==> config.mk <==
export PLATFORM = sky130hd
export DESIGN_NAME = block_scaled_int4_dot_product_flat
export DESIGN_NICKNAME = d
export VERILOG_FILES = /design/src/sv/bsdp_pkg.sv /design/src/sv/bsdp_if.sv /design/src/sv/block_scaled_int4_dot_product.sv /design/src/sv/bsdp_lane.sv /design/src/sv/bsdp_ctrl.sv /design/src/sv/bsdp_merge.sv /design/src/sv/bsdp_accum.sv /design/src/flat_wrapper.sv
export SDC_FILE = /design/constraint.sdc
export NUM_CORES = 2
export LEC_CHECK = 0
export BUFFER_PORTS_ARGS = -buffer_cell sky130_fd_sc_hd__clkbuf_2
export CORE_MARGIN = 3
export CORE_UTILIZATION = 35
export DETAILED_ROUTE_END_ITERATION = 6
export GPL_TIMING_DRIVEN = 0
export SETUP_SLACK_MARGIN = 0.4
export SLEW_MARGIN = 30
export SYNTH_ARGS = -nofsm -noshare
export SYNTH_HDL_FRONTEND = slang
export SYNTH_SLANG_ARGS = --single-unit
export TNS_END_PERCENT = 50
==> constraint.sdc <==
create_clock -name clk -period 7.55 [get_ports clk]
set_input_delay 1.51 -clock clk [delete_from_list [all_inputs] [get_ports clk]]
set_output_delay 1.51 -clock clk [all_outputs]
set_load 0.02 [all_outputs]
==> src/sv/bsdp_pkg.sv <==
// ----------------------------------------------------------------------------
// bsdp_pkg
// Widths, limits, register codes and shared types of the block-scaled
// 4-bit dot product engine.
// ----------------------------------------------------------------------------
package bsdp_pkg;

  localparam int LANES      = 4;
  localparam int MAX_ROW    = 4096;
  localparam int MAX_BLOCK  = 256;

  localparam int ACT_W      = 16;
  localparam int WT_W       = 4;
  localparam int SCALE_W    = 16;
  localparam int PROD_W     = ACT_W + WT_W;
  localparam int SUM_W      = PROD_W + $clog2(LANES);
  localparam int PART_W     = 28;
  localparam int MULT_W     = PART_W + SCALE_W + 1;
  localparam int TOT_W      = 48;

  localparam int ROW_W      = 13;
  localparam int BLK_W      = 9;
  localparam int CFG_IDX_W  = 1;
  localparam int CFG_DATA_W = 13;

  typedef logic signed [ACT_W-1:0]   act_t;
  typedef logic signed [WT_W-1:0]    wt_t;
  typedef logic        [SCALE_W-1:0] scale_t;
  typedef logic signed [PROD_W-1:0]  prod_t;
  typedef logic signed [SUM_W-1:0]   lsum_t;
  typedef logic signed [PART_W-1:0]  part_t;
  typedef logic signed [MULT_W-1:0]  mult_t;
  typedef logic signed [TOT_W-1:0]   total_t;
  typedef logic        [ROW_W-1:0]   row_cnt_t;
  typedef logic        [BLK_W-1:0]   blk_cnt_t;

  typedef enum logic [CFG_IDX_W-1:0] {
    REG_ROW_LENGTH = 1'b0,
    REG_BLOCK_SIZE = 1'b1
  } cfg_reg_t;

  localparam row_cnt_t ROW_RESET   = row_cnt_t'(64);
  localparam blk_cnt_t BLK_RESET   = blk_cnt_t'(32);
  localparam row_cnt_t ROW_LIM_MAX = row_cnt_t'(MAX_ROW);
  localparam blk_cnt_t BLK_LIM_MAX = blk_cnt_t'(MAX_BLOCK);
  localparam row_cnt_t ROW_STEP    = row_cnt_t'(LANES);
  localparam blk_cnt_t BLK_STEP    = blk_cnt_t'(LANES);

  localparam part_t  PART_MAX = {1'b0, {(PART_W-1){1'b1}}};
  localparam part_t  PART_MIN = {1'b1, {(PART_W-1){1'b0}}};
  localparam total_t TOT_MAX  = {1'b0, {(TOT_W-1){1'b1}}};
  localparam total_t TOT_MIN  = {1'b1, {(TOT_W-1){1'b0}}};

  // Per-item control leaving the counter stage
  typedef struct packed {
    logic valid;
    logic first;    // first word of a block: capture scale
    logic blk_end;  // block or row closes on this word
    logic row_end;
  } item_ctl_t;

  // Control that travels with a block flush
  typedef struct packed {
    logic valid;
    logic row_end;
  } flush_ctl_t;

endpackage

==> src/sv/bsdp_if.sv <==
// ----------------------------------------------------------------------------
// bsdp_in_if / bsdp_out_if
// Valid/ready channels of the dot product engine.
// ----------------------------------------------------------------------------
interface bsdp_in_if;
  import bsdp_pkg::*;

  logic   valid;
  logic   ready;
  act_t   act0;
  act_t   act1;
  act_t   act2;
  act_t   act3;
  wt_t    wt0;
  wt_t    wt1;
  wt_t    wt2;
  wt_t    wt3;
  scale_t scale;

  modport source (output valid, act0, act1, act2, act3, wt0, wt1, wt2, wt3, scale,
                  input ready);
  modport sink   (input valid, act0, act1, act2, act3, wt0, wt1, wt2, wt3, scale,
                  output ready);
endinterface

interface bsdp_out_if;
  import bsdp_pkg::*;

  logic   valid;
  logic   ready;
  total_t dot_value;

  modport source (output valid, dot_value, input ready);
  modport sink   (input valid, dot_value, output ready);
endinterface

==> src/sv/block_scaled_int4_dot_product.sv <==
// ----------------------------------------------------------------------------
// block_scaled_int4_dot_product
// Four-lane block-scaled int4 dot product with 48-bit saturating total.
// ----------------------------------------------------------------------------
//  channel | dir | word
//  in_s    | in  | act0..act3 (Q7.8), wt0..wt3 (int4), scale (Q4.12)
//  out_m   | out | dot_value (signed, 20 fraction bits), one per row
//  cfg_*   | in  | index 0 row_length, index 1 blk_size
//
//  Takes one word per cycle; in_s.ready drops only while a finished word
//  waits in the output register and the next row result reaches the last
//  stage. After the row's last word is taken, a row result passes the lane
//  multiply, block accumulate, scale multiply and total accumulate stages.
//  Synchronous reset clears counters, sums and loads the default config.
// ----------------------------------------------------------------------------
module block_scaled_int4_dot_product (
  input  logic                            clk,
  input  logic                            rst_n,
  bsdp_in_if.sink                         in_s,
  bsdp_out_if.source                      out_m,
  input  logic                            cfg_we,
  input  logic [bsdp_pkg::CFG_IDX_W-1:0]  cfg_idx,
  input  logic [bsdp_pkg::CFG_DATA_W-1:0] cfg_data
);
  import bsdp_pkg::*;

  logic       en;
  logic       acc;
  item_ctl_t  item_ctl;
  scale_t     item_scale;
  flush_ctl_t flush_ctl;
  mult_t      flush_mult;
  act_t       act_a  [LANES];
  wt_t        wt_a   [LANES];
  prod_t      prod_a [LANES];

  assign act_a[0] = in_s.act0;
  assign act_a[1] = in_s.act1;
  assign act_a[2] = in_s.act2;
  assign act_a[3] = in_s.act3;
  assign wt_a[0]  = in_s.wt0;
  assign wt_a[1]  = in_s.wt1;
  assign wt_a[2]  = in_s.wt2;
  assign wt_a[3]  = in_s.wt3;

  assign in_s.ready = en;
  assign acc        = in_s.valid && en;

  bsdp_ctrl u_ctrl (
    .clk      (clk),
    .rst_n    (rst_n),
    .en       (en),
    .acc      (acc),
    .cfg_we   (cfg_we),
    .cfg_idx  (cfg_idx),
    .cfg_data (cfg_data),
    .scale    (in_s.scale),
    .ctl_r    (item_ctl),
    .scale_r  (item_scale)
  );

  for (genvar g = 0; g < LANES; g++) begin : g_lane
    bsdp_lane u_lane (
      .clk    (clk),
      .en     (acc),
      .act    (act_a[g]),
      .wt     (wt_a[g]),
      .prod_r (prod_a[g])
    );
  end

  bsdp_merge u_merge (
    .clk     (clk),
    .rst_n   (rst_n),
    .en      (en),
    .ctl_i   (item_ctl),
    .scale_i (item_scale),
    .prods_i (prod_a),
    .flush_r (flush_ctl),
    .mult_r  (flush_mult)
  );

  bsdp_accum u_accum (
    .clk     (clk),
    .rst_n   (rst_n),
    .flush_i (flush_ctl),
    .mult_i  (flush_mult),
    .en      (en),
    .out_m   (out_m)
  );

endmodule

==> src/sv/bsdp_lane.sv <==
// ----------------------------------------------------------------------------
// bsdp_lane
// One multiply lane: activation times 4-bit weight, registered.
// ----------------------------------------------------------------------------
module bsdp_lane (
  input  logic            clk,
  input  logic            en,
  input  bsdp_pkg::act_t  act,
  input  bsdp_pkg::wt_t   wt,
  output bsdp_pkg::prod_t prod_r
);
  import bsdp_pkg::*;

  always_ff @(posedge clk) begin
    if (en) begin
      prod_r <= PROD_W'(act) * PROD_W'(wt);
    end
  end

endmodule

==> src/sv/bsdp_ctrl.sv <==
// ----------------------------------------------------------------------------
// bsdp_ctrl
// Config registers, row and block counters, and the per-word end flags.
// ----------------------------------------------------------------------------
module bsdp_ctrl (
  input  logic                             clk,
  input  logic                             rst_n,
  input  logic                             en,
  input  logic                             acc,
  input  logic                             cfg_we,
  input  logic [bsdp_pkg::CFG_IDX_W-1:0]   cfg_idx,
  input  logic [bsdp_pkg::CFG_DATA_W-1:0]  cfg_data,
  input  bsdp_pkg::scale_t                 scale,
  output bsdp_pkg::item_ctl_t              ctl_r,
  output bsdp_pkg::scale_t                 scale_r
);
  import bsdp_pkg::*;

  row_cnt_t row_length_r;
  blk_cnt_t blk_size_r;
  row_cnt_t elem_cnt_r;
  blk_cnt_t blk_cnt_r;

  row_cnt_t row_lim;
  blk_cnt_t blk_lim;
  row_cnt_t elem_inc;
  blk_cnt_t blk_inc;
  logic     row_end;
  logic     blk_end;

  always_comb begin
    row_lim  = (row_length_r > ROW_LIM_MAX) ? ROW_LIM_MAX : row_length_r;
    blk_lim  = (blk_size_r > BLK_LIM_MAX) ? BLK_LIM_MAX : blk_size_r;
    elem_inc = elem_cnt_r + ROW_STEP;
    blk_inc  = blk_cnt_r + BLK_STEP;
    row_end  = (elem_inc >= row_lim);
    // a row end also closes the open block
    blk_end  = row_end || (blk_inc >= blk_lim);
  end

  always_ff @(posedge clk) begin
    if (!rst_n) begin
      row_length_r <= ROW_RESET;
      blk_size_r   <= BLK_RESET;
      elem_cnt_r   <= '0;
      blk_cnt_r    <= '0;
      ctl_r        <= '0;
    end else begin
      if (cfg_we) begin
        unique case (cfg_reg_t'(cfg_idx))
          REG_ROW_LENGTH: row_length_r <= cfg_data[ROW_W-1:0];
          REG_BLOCK_SIZE: blk_size_r   <= cfg_data[BLK_W-1:0];
        endcase
      end
      if (en) begin
        ctl_r.valid <= acc;
        if (acc) begin
          ctl_r.first   <= (blk_cnt_r == '0);
          ctl_r.blk_end <= blk_end;
          ctl_r.row_end <= row_end;
          elem_cnt_r    <= row_end ? '0 : elem_inc;
          blk_cnt_r     <= blk_end ? '0 : blk_inc;
        end
      end
    end
  end

  always_ff @(posedge clk) begin
    if (en && acc) begin
      scale_r <= scale;
    end
  end

endmodule

==> src/sv/bsdp_merge.sv <==
// ----------------------------------------------------------------------------
// bsdp_merge
// Sums the lane products into the block partial, holds the block scale and
// multiplies partial by scale when a block closes.
// ----------------------------------------------------------------------------
module bsdp_merge (
  input  logic                 clk,
  input  logic                 rst_n,
  input  logic                 en,
  input  bsdp_pkg::item_ctl_t  ctl_i,
  input  bsdp_pkg::scale_t     scale_i,
  input  bsdp_pkg::prod_t      prods_i [bsdp_pkg::LANES],
  output bsdp_pkg::flush_ctl_t flush_r,
  output bsdp_pkg::mult_t      mult_r
);
  import bsdp_pkg::*;

  part_t                partial_r;
  scale_t               held_scale_r;
  flush_ctl_t           b_ctl_r;
  part_t                b_part_r;
  scale_t               b_scale_r;

  lsum_t                lane_sum;
  logic signed [PART_W:0] part_sum;
  part_t                part_sat;
  scale_t               cur_scale;

  always_comb begin
    lane_sum = '0;
    for (int i = 0; i < LANES; i++) begin
      lane_sum = lane_sum + SUM_W'(prods_i[i]);
    end
    part_sum = (PART_W+1)'(partial_r) + (PART_W+1)'(lane_sum);
    if (part_sum[PART_W] != part_sum[PART_W-1]) begin
      part_sat = part_sum[PART_W] ? PART_MIN : PART_MAX;
    end else begin
      part_sat = part_sum[PART_W-1:0];
    end
    cur_scale = ctl_i.first ? scale_i : held_scale_r;
  end

  // block accumulate stage
  always_ff @(posedge clk) begin
    if (!rst_n) begin
      partial_r    <= '0;
      held_scale_r <= '0;
      b_ctl_r      <= '0;
    end else if (en) begin
      b_ctl_r.valid   <= ctl_i.valid && ctl_i.blk_end;
      b_ctl_r.row_end <= ctl_i.row_end;
      if (ctl_i.valid) begin
        held_scale_r <= cur_scale;
        partial_r    <= ctl_i.blk_end ? '0 : part_sat;
      end
    end
  end

  always_ff @(posedge clk) begin
    if (en) begin
      b_part_r  <= part_sat;
      b_scale_r <= cur_scale;
    end
  end

  // scale multiply stage
  always_ff @(posedge clk) begin
    if (!rst_n) begin
      flush_r <= '0;
    end else if (en) begin
      flush_r <= b_ctl_r;
    end
  end

  always_ff @(posedge clk) begin
    if (en) begin
      mult_r <= MULT_W'(b_part_r) * MULT_W'($signed({1'b0, b_scale_r}));
    end
  end

endmodule

==> src/sv/bsdp_accum.sv <==
// ----------------------------------------------------------------------------
// bsdp_accum
// Adds scaled block sums into the row total and holds the finished word
// in the output register.
// ----------------------------------------------------------------------------
module bsdp_accum (
  input  logic                 clk,
  input  logic                 rst_n,
  input  bsdp_pkg::flush_ctl_t flush_i,
  input  bsdp_pkg::mult_t      mult_i,
  output logic                 en,
  bsdp_out_if.source           out_m
);
  import bsdp_pkg::*;

  total_t                total_r;
  logic                  out_valid_r;
  total_t                dot_value_r;

  logic signed [TOT_W:0] tot_sum;
  total_t                tot_sat;
  logic                  emit;

  always_comb begin
    tot_sum = (TOT_W+1)'(total_r) + (TOT_W+1)'(mult_i);
    if (tot_sum[TOT_W] != tot_sum[TOT_W-1]) begin
      tot_sat = tot_sum[TOT_W] ? TOT_MIN : TOT_MAX;
    end else begin
      tot_sat = tot_sum[TOT_W-1:0];
    end
    // hold the whole pipe only when a new word meets an untaken one
    en   = !(out_valid_r && !out_m.ready && flush_i.valid && flush_i.row_end);
    emit = en && flush_i.valid && flush_i.row_end;
  end

  always_ff @(posedge clk) begin
    if (!rst_n) begin
      total_r     <= '0;
      out_valid_r <= 1'b0;
    end else begin
      if (en && flush_i.valid) begin
        total_r <= flush_i.row_end ? '0 : tot_sat;
      end
      if (emit) begin
        out_valid_r <= 1'b1;
      end else if (out_m.ready) begin
        out_valid_r <= 1'b0;
      end
    end
  end

  always_ff @(posedge clk) begin
    if (emit) begin
      dot_value_r <= tot_sat;
    end
  end

  assign out_m.valid     = out_valid_r;
  assign out_m.dot_value = dot_value_r;

endmodule

==> src/flat_wrapper.sv <==
// flat-port wrapper written by rule: the top's interface ports become plain ports
module block_scaled_int4_dot_product_flat import bsdp_pkg::*;
  (clk, rst_n, cfg_we, cfg_idx, cfg_data, in_s_valid, in_s_act0, in_s_act1, in_s_act2, in_s_act3, in_s_wt0, in_s_wt1, in_s_wt2, in_s_wt3, in_s_scale, in_s_ready, out_m_valid, out_m_dot_value, out_m_ready);
  bsdp_in_if in_s_i ();
  bsdp_out_if out_m_i ();
  input  logic clk;
  input  logic rst_n;
  input  logic cfg_we;
  input  logic [bsdp_pkg::CFG_IDX_W-1:0] cfg_idx;
  input  logic [bsdp_pkg::CFG_DATA_W-1:0] cfg_data;
  input wire logic [$bits(in_s_i.valid)-1:0] in_s_valid;
  input wire logic [$bits(in_s_i.act0)-1:0] in_s_act0;
  input wire logic [$bits(in_s_i.act1)-1:0] in_s_act1;
  input wire logic [$bits(in_s_i.act2)-1:0] in_s_act2;
  input wire logic [$bits(in_s_i.act3)-1:0] in_s_act3;
  input wire logic [$bits(in_s_i.wt0)-1:0] in_s_wt0;
  input wire logic [$bits(in_s_i.wt1)-1:0] in_s_wt1;
  input wire logic [$bits(in_s_i.wt2)-1:0] in_s_wt2;
  input wire logic [$bits(in_s_i.wt3)-1:0] in_s_wt3;
  input wire logic [$bits(in_s_i.scale)-1:0] in_s_scale;
  output wire logic [$bits(in_s_i.ready)-1:0] in_s_ready;
  output wire logic [$bits(out_m_i.valid)-1:0] out_m_valid;
  output wire logic [$bits(out_m_i.dot_value)-1:0] out_m_dot_value;
  input wire logic [$bits(out_m_i.ready)-1:0] out_m_ready;
  assign in_s_i.valid = in_s_valid;
  assign in_s_i.act0 = in_s_act0;
  assign in_s_i.act1 = in_s_act1;
  assign in_s_i.act2 = in_s_act2;
  assign in_s_i.act3 = in_s_act3;
  assign in_s_i.wt0 = in_s_wt0;
  assign in_s_i.wt1 = in_s_wt1;
  assign in_s_i.wt2 = in_s_wt2;
  assign in_s_i.wt3 = in_s_wt3;
  assign in_s_i.scale = in_s_scale;
  assign in_s_ready = in_s_i.ready;
  assign out_m_valid = out_m_i.valid;
  assign out_m_dot_value = out_m_i.dot_value;
  assign out_m_i.ready = out_m_ready;
  block_scaled_int4_dot_product u_core (.clk(clk), .rst_n(rst_n), .in_s(in_s_i), .out_m(out_m_i), .cfg_we(cfg_we), .cfg_idx(cfg_idx), .cfg_data(cfg_data));
endmodule
Yosys cells after proc, flatten, opt, wreduce, memory -nomap -nowiden
Index checks and enable logic that the tools add are counted.
Word-level totals
  register bits: 378
  bits in latches: 0
  memory bits (writable): 0
  memory bits (read-only): 0
  input port bits: 115
  output and inout port bits: 50
  memories kept: 0
Operators by class
  add/subtract/negate cells: 7
  multiply operators: 5
  div/mod/pow operators: 0
  order comparisons: 4
  equal/unequal tests: 2
  shifts and indexed selects: 0
  mux-type cells: 13
  bitwise gates (word level): 2
  reductions and logical operators: 17
Operator list (count)
  $mux 48: 3
  $mux 28: 3
  $mul 16x4->20: 4
  $add 48x45->49: 1
  $mul 28x17->45: 1
  $add 28x22->29: 1
  $mux 13: 2
  $add 21x20->22: 1
  $add 22x20->22: 1
  $add 20x20->21: 1
  $mux 9: 2
  $mux 16: 1
  $add 13x3->13 const B: 1
  $ge 13x13->1: 1
  $gt 13x13->1 const B: 1
  $add 9x3->9 const B: 1
  $ge 9x9->1: 1
  $gt 9x9->1 const B: 1
  $logic_not 9->1: 1
  $logic_and 1x1->1: 8
  $reduce_and 2->1: 4
  $logic_not 1->1: 2
  $mux 1: 2
  $ne 1x1->1: 2
  other kinds (3): 4

Logic depth before layout (Yosys ltp)
  depth after elaboration: 8
  mapped depth: 26
  gate-level depth less buffers: 25

Cells and area by module
Synthesis repeated with hierarchy kept, for this count alone.
Second synthesis, totals
  cell total of the unflattened synthesis: 4462
  area, all modules: 44078.5 µm²
Modules (own cells, without submodules)
  bsdp_merge: times used 1, cells each 2405, area an instance 23681.5 µm², sequential area each 3633.5 µm²
  bsdp_lane: times used 4, cells each 252, area an instance 2738.9 µm², sequential area each 600.6 µm²
  bsdp_accum: times used 1, cells each 730, area an instance 6505.0 µm², sequential area each 2422.3 µm²
  bsdp_ctrl: times used 1, cells each 318, area an instance 2930.3 µm², sequential area each 1361.3 µm²
  block_scaled_int4_dot_product: times used 1, cells each 1, area an instance 6.3 µm², sequential area each 0.0 µm²

Worst setup path after synthesis
Ideal clock, no wire load.
  kind: input to register
  start: input port out_m_ready
  end: register u_core.u_ctrl.elem_cnt_r[10]
  data arrival time: 7.479 ns
  setup slack: -0.209 ns
  cell stages on the path: 8
  path buffers: 2
  path through: nand2b_1 nor2_1 inv_1 nand2_1 inv_1 clkbuf_1 clkbuf_1 o21ai_0
Between the ends
  cells in the longest elaborated chain, start to end: 7
Ends and longest elaborated chain
  start, declared: RTL line flat_wrapper.sv:24  | input wire logic [$bits(out_m_i.ready)-1:0] out_m_ready;
  $logic_not 1->1: RTL line bsdp_accum.sv:32  | en = !(out_valid_r && !out_m.ready && flush_i.valid && flush_i.row_end);
  $logic_and 1x1->1 (3 in a row): RTL line bsdp_accum.sv:32
  $logic_not 1->1: RTL line bsdp_accum.sv:32
  via in_s_ready: RTL line flat_wrapper.sv:21  | output wire logic [$bits(in_s_i.ready)-1:0] in_s_ready;
  $logic_and 1x1->1: RTL line block_scaled_int4_dot_product.sv:47  | assign acc = in_s.valid && en;
  via u_core.acc: RTL line block_scaled_int4_dot_product.sv:28  | logic acc;
  $reduce_and 2->1 (no line)
  end signal, assigned: RTL line bsdp_ctrl.sv:61  | elem_cnt_r <= row_end ? '0 : elem_inc;
  end, declared: RTL line bsdp_ctrl.sv:21  | row_cnt_t elem_cnt_r;
The timed path passes the listed nets, and every way through them passes these cells.
A chain may end at the register's enable or synchronous reset.

Worst setup path in the final report
  start: register u_core.u_merge.b_part_r[16]
  end: register u_core.u_merge.mult_r[43], data pin
Between the ends
  cells in the longest elaborated chain, start to end: 1
Ends and longest elaborated chain
  start, declared: RTL line bsdp_merge.sv:21  | part_t b_part_r;
  start signal, assigned: RTL line bsdp_merge.sv:61  | b_part_r <= part_sat;
  $mul 28x17->45: RTL line bsdp_merge.sv:77  | mult_r <= MULT_W'(b_part_r) * MULT_W'($signed({1'b0, b_scale_r}));
  end signal, assigned: RTL line bsdp_merge.sv:77
  end, declared: RTL line bsdp_merge.sv:14  | output bsdp_pkg::mult_t mult_r
No other way between the ends.

==> reports/results.env <==
CP.ARRIVAL_NS=7.22
CTS.HTREE.LEVELS=2
STATUS='finished, final reports clean'
DETAILED_PLACE_HPWL_MM=92.2
SYN-MEAN-INSTANCE-AREA_UM2=9.58
WORST_SLEW_PIN_SLEW_NS=0.969
CAP_VIOL_MAX_COUNT=0
SYNTH_ENABLE_FLOP_CELLS=233
SYNTH.LIB_CELLS_USED.DISTINCT=81
SYNTH-SEQ-AREA-SHARE=0.225
CLOCK_SKEW_NS=0.0536
DPL_CELL_AREA_MM2=0.0467
LAYOUT_WORST_PATH_CYCLE_SHARE=0.909
CLK_PIN_SLEW_NS=0.06
LEADING_CELL_TYPES_IN_THE_LAYOUT_FILL_AND_TAPS_EXCLUDED='inv_1, nand2_1, fa_1, ha_1, and2_1'
GRT_SETUP_UNREPAIRED='yes'
YOSYS_WARNINGS=0
TIMING.CRITICAL_PATH.CELLS='buf_2, nand2_1, fa_1, fa_1, fa_1, inv_1, fa_1, fa_1, inv_1, fa_1, inv_1, ha_1, a21o_1, a21o_1, a211oi_1, o21a_1, o31a_1, o311ai_2, a31oi_2, o21ai_2, a21oi_1, xnor2_1'
MIN_DELAY_PATH_CLASS='reg2reg'
WORST_PATH_MOST_REPEATED_CELL='fa_1'
FINALWORSTPATHREQUIREDPERIOD_NS=6.86
TIMING.CRITICAL_PATH.MAX_DELAY_FAMILY='adder cells'
CRIT_PATH_START_KIND='register'
WORST-PATH-BUF-INV=4
RELSLEWSLACK=0.354
DIEAREA_MM2=0.129
ANTENNA_LEFT=0
ROUTED_WIRELENGTH_MM=111
POST_DR_WIRELENGTH_CELL_UM=17.2
FINALWEIGHTEDCONGESTION=0.925
GLOBALROUTE.TOTALOVERFLOW=0
WORSTSETUPENDPOINTTYPE='register'
POSTSYNTH.TOPFLOPCELL='edfxtp_1'
CLOCK-ROOT-BUFFER='clkbuf_16'
START_UTIL=0.356
MOSTFREQUENTLAYOUTCELL='inv_1'
DIE_HEIGHT_UM=359
FLOORPLAN.IO_PINS=165
DRIVE_GT1_FRAC=0.0793
POST_ROUTE_CELL_AREA_MM2=0.0484
CLKLATENCYLATEPIN_NS=0.62
INITIALDRTVIOLATIONCOUNT=1793
CTS.SINKS=374
GROWTH_OF_DESIGN_AREA_FROM_SYNTHESIS_TO_FINISH_PCT=10.8
WORST_PATH_LARGEST_CELL_DELAY_NS=0.54
YS_FF_LATCH=374
FP-ROW-COUNT=128
CLOCK.FMAX_GHz=0.146
SYN-INSTANCE-COUNT=4558
LARGEST_NET_DEGREE_AT_THE_START_OF_GLOBAL_ROUTING=86
CRIT_PATH_MAX_FANOUT=10
GLOBALROUTETOTALUTIL=0.174
TIMING.CRITICAL_PATH.SLOWEST_STAGE_CELL='edfxtp_1'
NUM-FILL-CELLS=12300
REPORT.FINAL.SETUP_VIOL=0
FINALHOLDVIOLCOUNT=0
CTS_HOLD_BUFFERS=0
BUFFER_PORTS.INSERTED=164
DRT_PRE_ANTENNA_ITERS=5
ANTENNA_FOUND_INITIAL=1
TIMING.HOLD.WORST.START='u_core.u_merge.held_scale_r[11]'
REG2REG_FROM='u_core.u_merge.b_part_r[16]'
CP.REQUIRED_NS=7.91
FINALNETCOUNT=5895
FIRST_PASS_GRT_WIRE_LENGTH_MM=181
NUMBER_OF_GLOBAL_ROUTE_VIAS_BEFORE_REPAIR=33100
POSTSYNTH.ASYNCRESETSHARE=0
AVGVIACOUNTPERCELL=4.88
DESIGN.CORE.AREA_MM2=0.123
CTS-BUFFERS-INSERTED=45
CRITICAL_PATH_CLASS='reg2reg'
SETUP.WORST_PATH.START='u_core.u_merge.b_part_r[16]'
SYNTH_NETS=5673
VIAS=31400
CTS_TREE='built'
SETUP-TNS-FINAL_NS=0
DIE_WIDTH_UM=359
SLEW_VIOL_FINAL=0
SYN-CELL-AREA_MM2=0.0437
DRC_ERRORS=0
CTS_BUFFER_DEPTH=3
[timing repair]
item,in CTS,in global routing
setup endpoints to repair,19,9
setup buffers,3,3
pin swaps,0,0
resized for setup,52,73
[per-stage QoR]
step,worst slack (ns),util,instances,hold slack [ns]
after detailed placement,-0.538,0.380,6352,0.454
final,0.687,0.394,6443,0.460
after global placement,-0.578,0.379,6347,0.447
after floorplan,1.07,-,4558,0.439
after global routing,0.355,0.394,6443,0.481
after CTS,0.400,0.393,6439,0.463
[worst paths after layout]
path                                      to  slack [ns]  depth (start not counted)
max                u_core.u_merge.mult_r[43]        0.69                         22
min reg2reg  u_core.u_merge.held_scale_r[11]        0.46                          2
min          u_core.u_merge.held_scale_r[11]        0.46                          2
max reg2reg        u_core.u_merge.mult_r[43]        0.69                         22
[state kept, by name (all words and copies together) (netlist names), 4 cells and up]
signal	count
u_core.u_ctrl.blk_cnt_r	7
u_core.u_ctrl.scale_r	16
u_core.u_merge.partial_r	28
u_core.u_ctrl.row_length_r	13
u_core.u_ctrl.elem_cnt_r	11
u_core.u_ctrl.ctl_r	4
u_core.u_merge.held_scale_r	16
u_core.u_ctrl.blk_size_r	9
u_core.u_merge.b_part_r	28
u_core.u_accum.total_r	48
u_core.u_merge.b_scale_r	16
u_core.u_merge.mult_r	45
u_core.u_accum.out_m.dot_value	48
u_core.g_lane.u_lane.prod_r	80
[cells in the mapped netlist (5+ instances only)]
library cell | count | area share
xnor2_1 | 128 | 0.026
and2_1 | 289 | 0.041
a211oi_1 | 16 | 0.0027
inv_1 | 742 | 0.064
and4b_1 | 8 | 0.0018
nand4_1 | 21 | 0.0030
dfxtp_1 | 141 | 0.065
nand2_1 | 650 | 0.056
xor2_1 | 63 | 0.013
or3_1 | 11 | 0.0016
a41o_1 | 8 | 0.0018
buf_1 | 6 | 0.00052
a21boi_0 | 52 | 0.0089
o41ai_1 | 6 | 0.0012
or2_2 | 5 | 0.00072
nor2_1 | 149 | 0.013
o21ai_0 | 167 | 0.019
o21a_1 | 23 | 0.0040
nor3_1 | 31 | 0.0036
mux2_2 | 16 | 0.0041
o211ai_1 | 6 | 0.0010
a311oi_1 | 6 | 0.0012
a21o_1 | 60 | 0.010
clkbuf_1 | 160 | 0.014
maj3_1 | 16 | 0.0037
a31oi_1 | 14 | 0.0020
a41oi_1 | 6 | 0.0012
edfxtp_1 | 233 | 0.16
o21bai_1 | 29 | 0.0050
nand3_1 | 51 | 0.0058
and3_1 | 33 | 0.0047
a21oi_1 | 150 | 0.017
a211o_1 | 6 | 0.0012
ha_1 | 351 | 0.10
a221oi_1 | 6 | 0.0012
nor2b_1 | 31 | 0.0044
o31ai_1 | 9 | 0.0015
fa_1 | 649 | 0.30
nand2b_1 | 80 | 0.011
o311ai_0 | 46 | 0.0092
o21ai_2 | 21 | 0.0042
[routing by layer]
metal / GRT usage / part of all wire / vias up
li1: - / - / 15100
met1: 0.227 / 0.44 / 15500
met2: 0.304 / 0.49 / 713
met3: 0.0277 / 0.053 / 119
met4: 0.0334 / 0.018 / 0
met5: 0 / 0 / -
[cell type report]
| type | instances | area [um2] | area share |
|---|---|---|---|
| Timing Repair Buffer | 175 | 976 | 0.0202 |
| Tap cell | 1625 | 2030 | 0.0420 |
| Buffer | 171 | 800 | 0.0165 |
| Antenna cell | 1 | 2.50 | 0.0000517 |
| Sequential cell | 374 | 9820 | 0.203 |
| Clock buffer | 59 | 1240 | 0.0256 |
| Multi-Input combinational cell | 3270 | 30500 | 0.629 |
| Inverter | 743 | 2790 | 0.0577 |
| Clock inverter | 25 | 284 | 0.00587 |
[worst min-delay path: stages, from the launching register on]
cell      delay, ns
dfxtp_1        0.31
nand2_1        0.04
a21boi_0       0.06
[cells by family (layout without fill, tap and decap cells)]
logic type / after synthesis / count (layout) / synth area share
other: 0 / 1 / 0
muxes: 18 / 18 / 0.00470
and+or+nand+nor: 1376 / 1376 / 0.151
xor gates and xnor gates: 191 / 191 / 0.0383
DFF: 374 / 374 / 0.225
AOI/OAI and AO/OA: 669 / 669 / 0.101
adders and majority gates: 1016 / 1016 / 0.402
buffers and inverters: 914 / 1173 / 0.0791
Power is left out: the tool's default activity adds up to more than one toggle a clock period on the data nets, which glitch-free logic cannot reach.
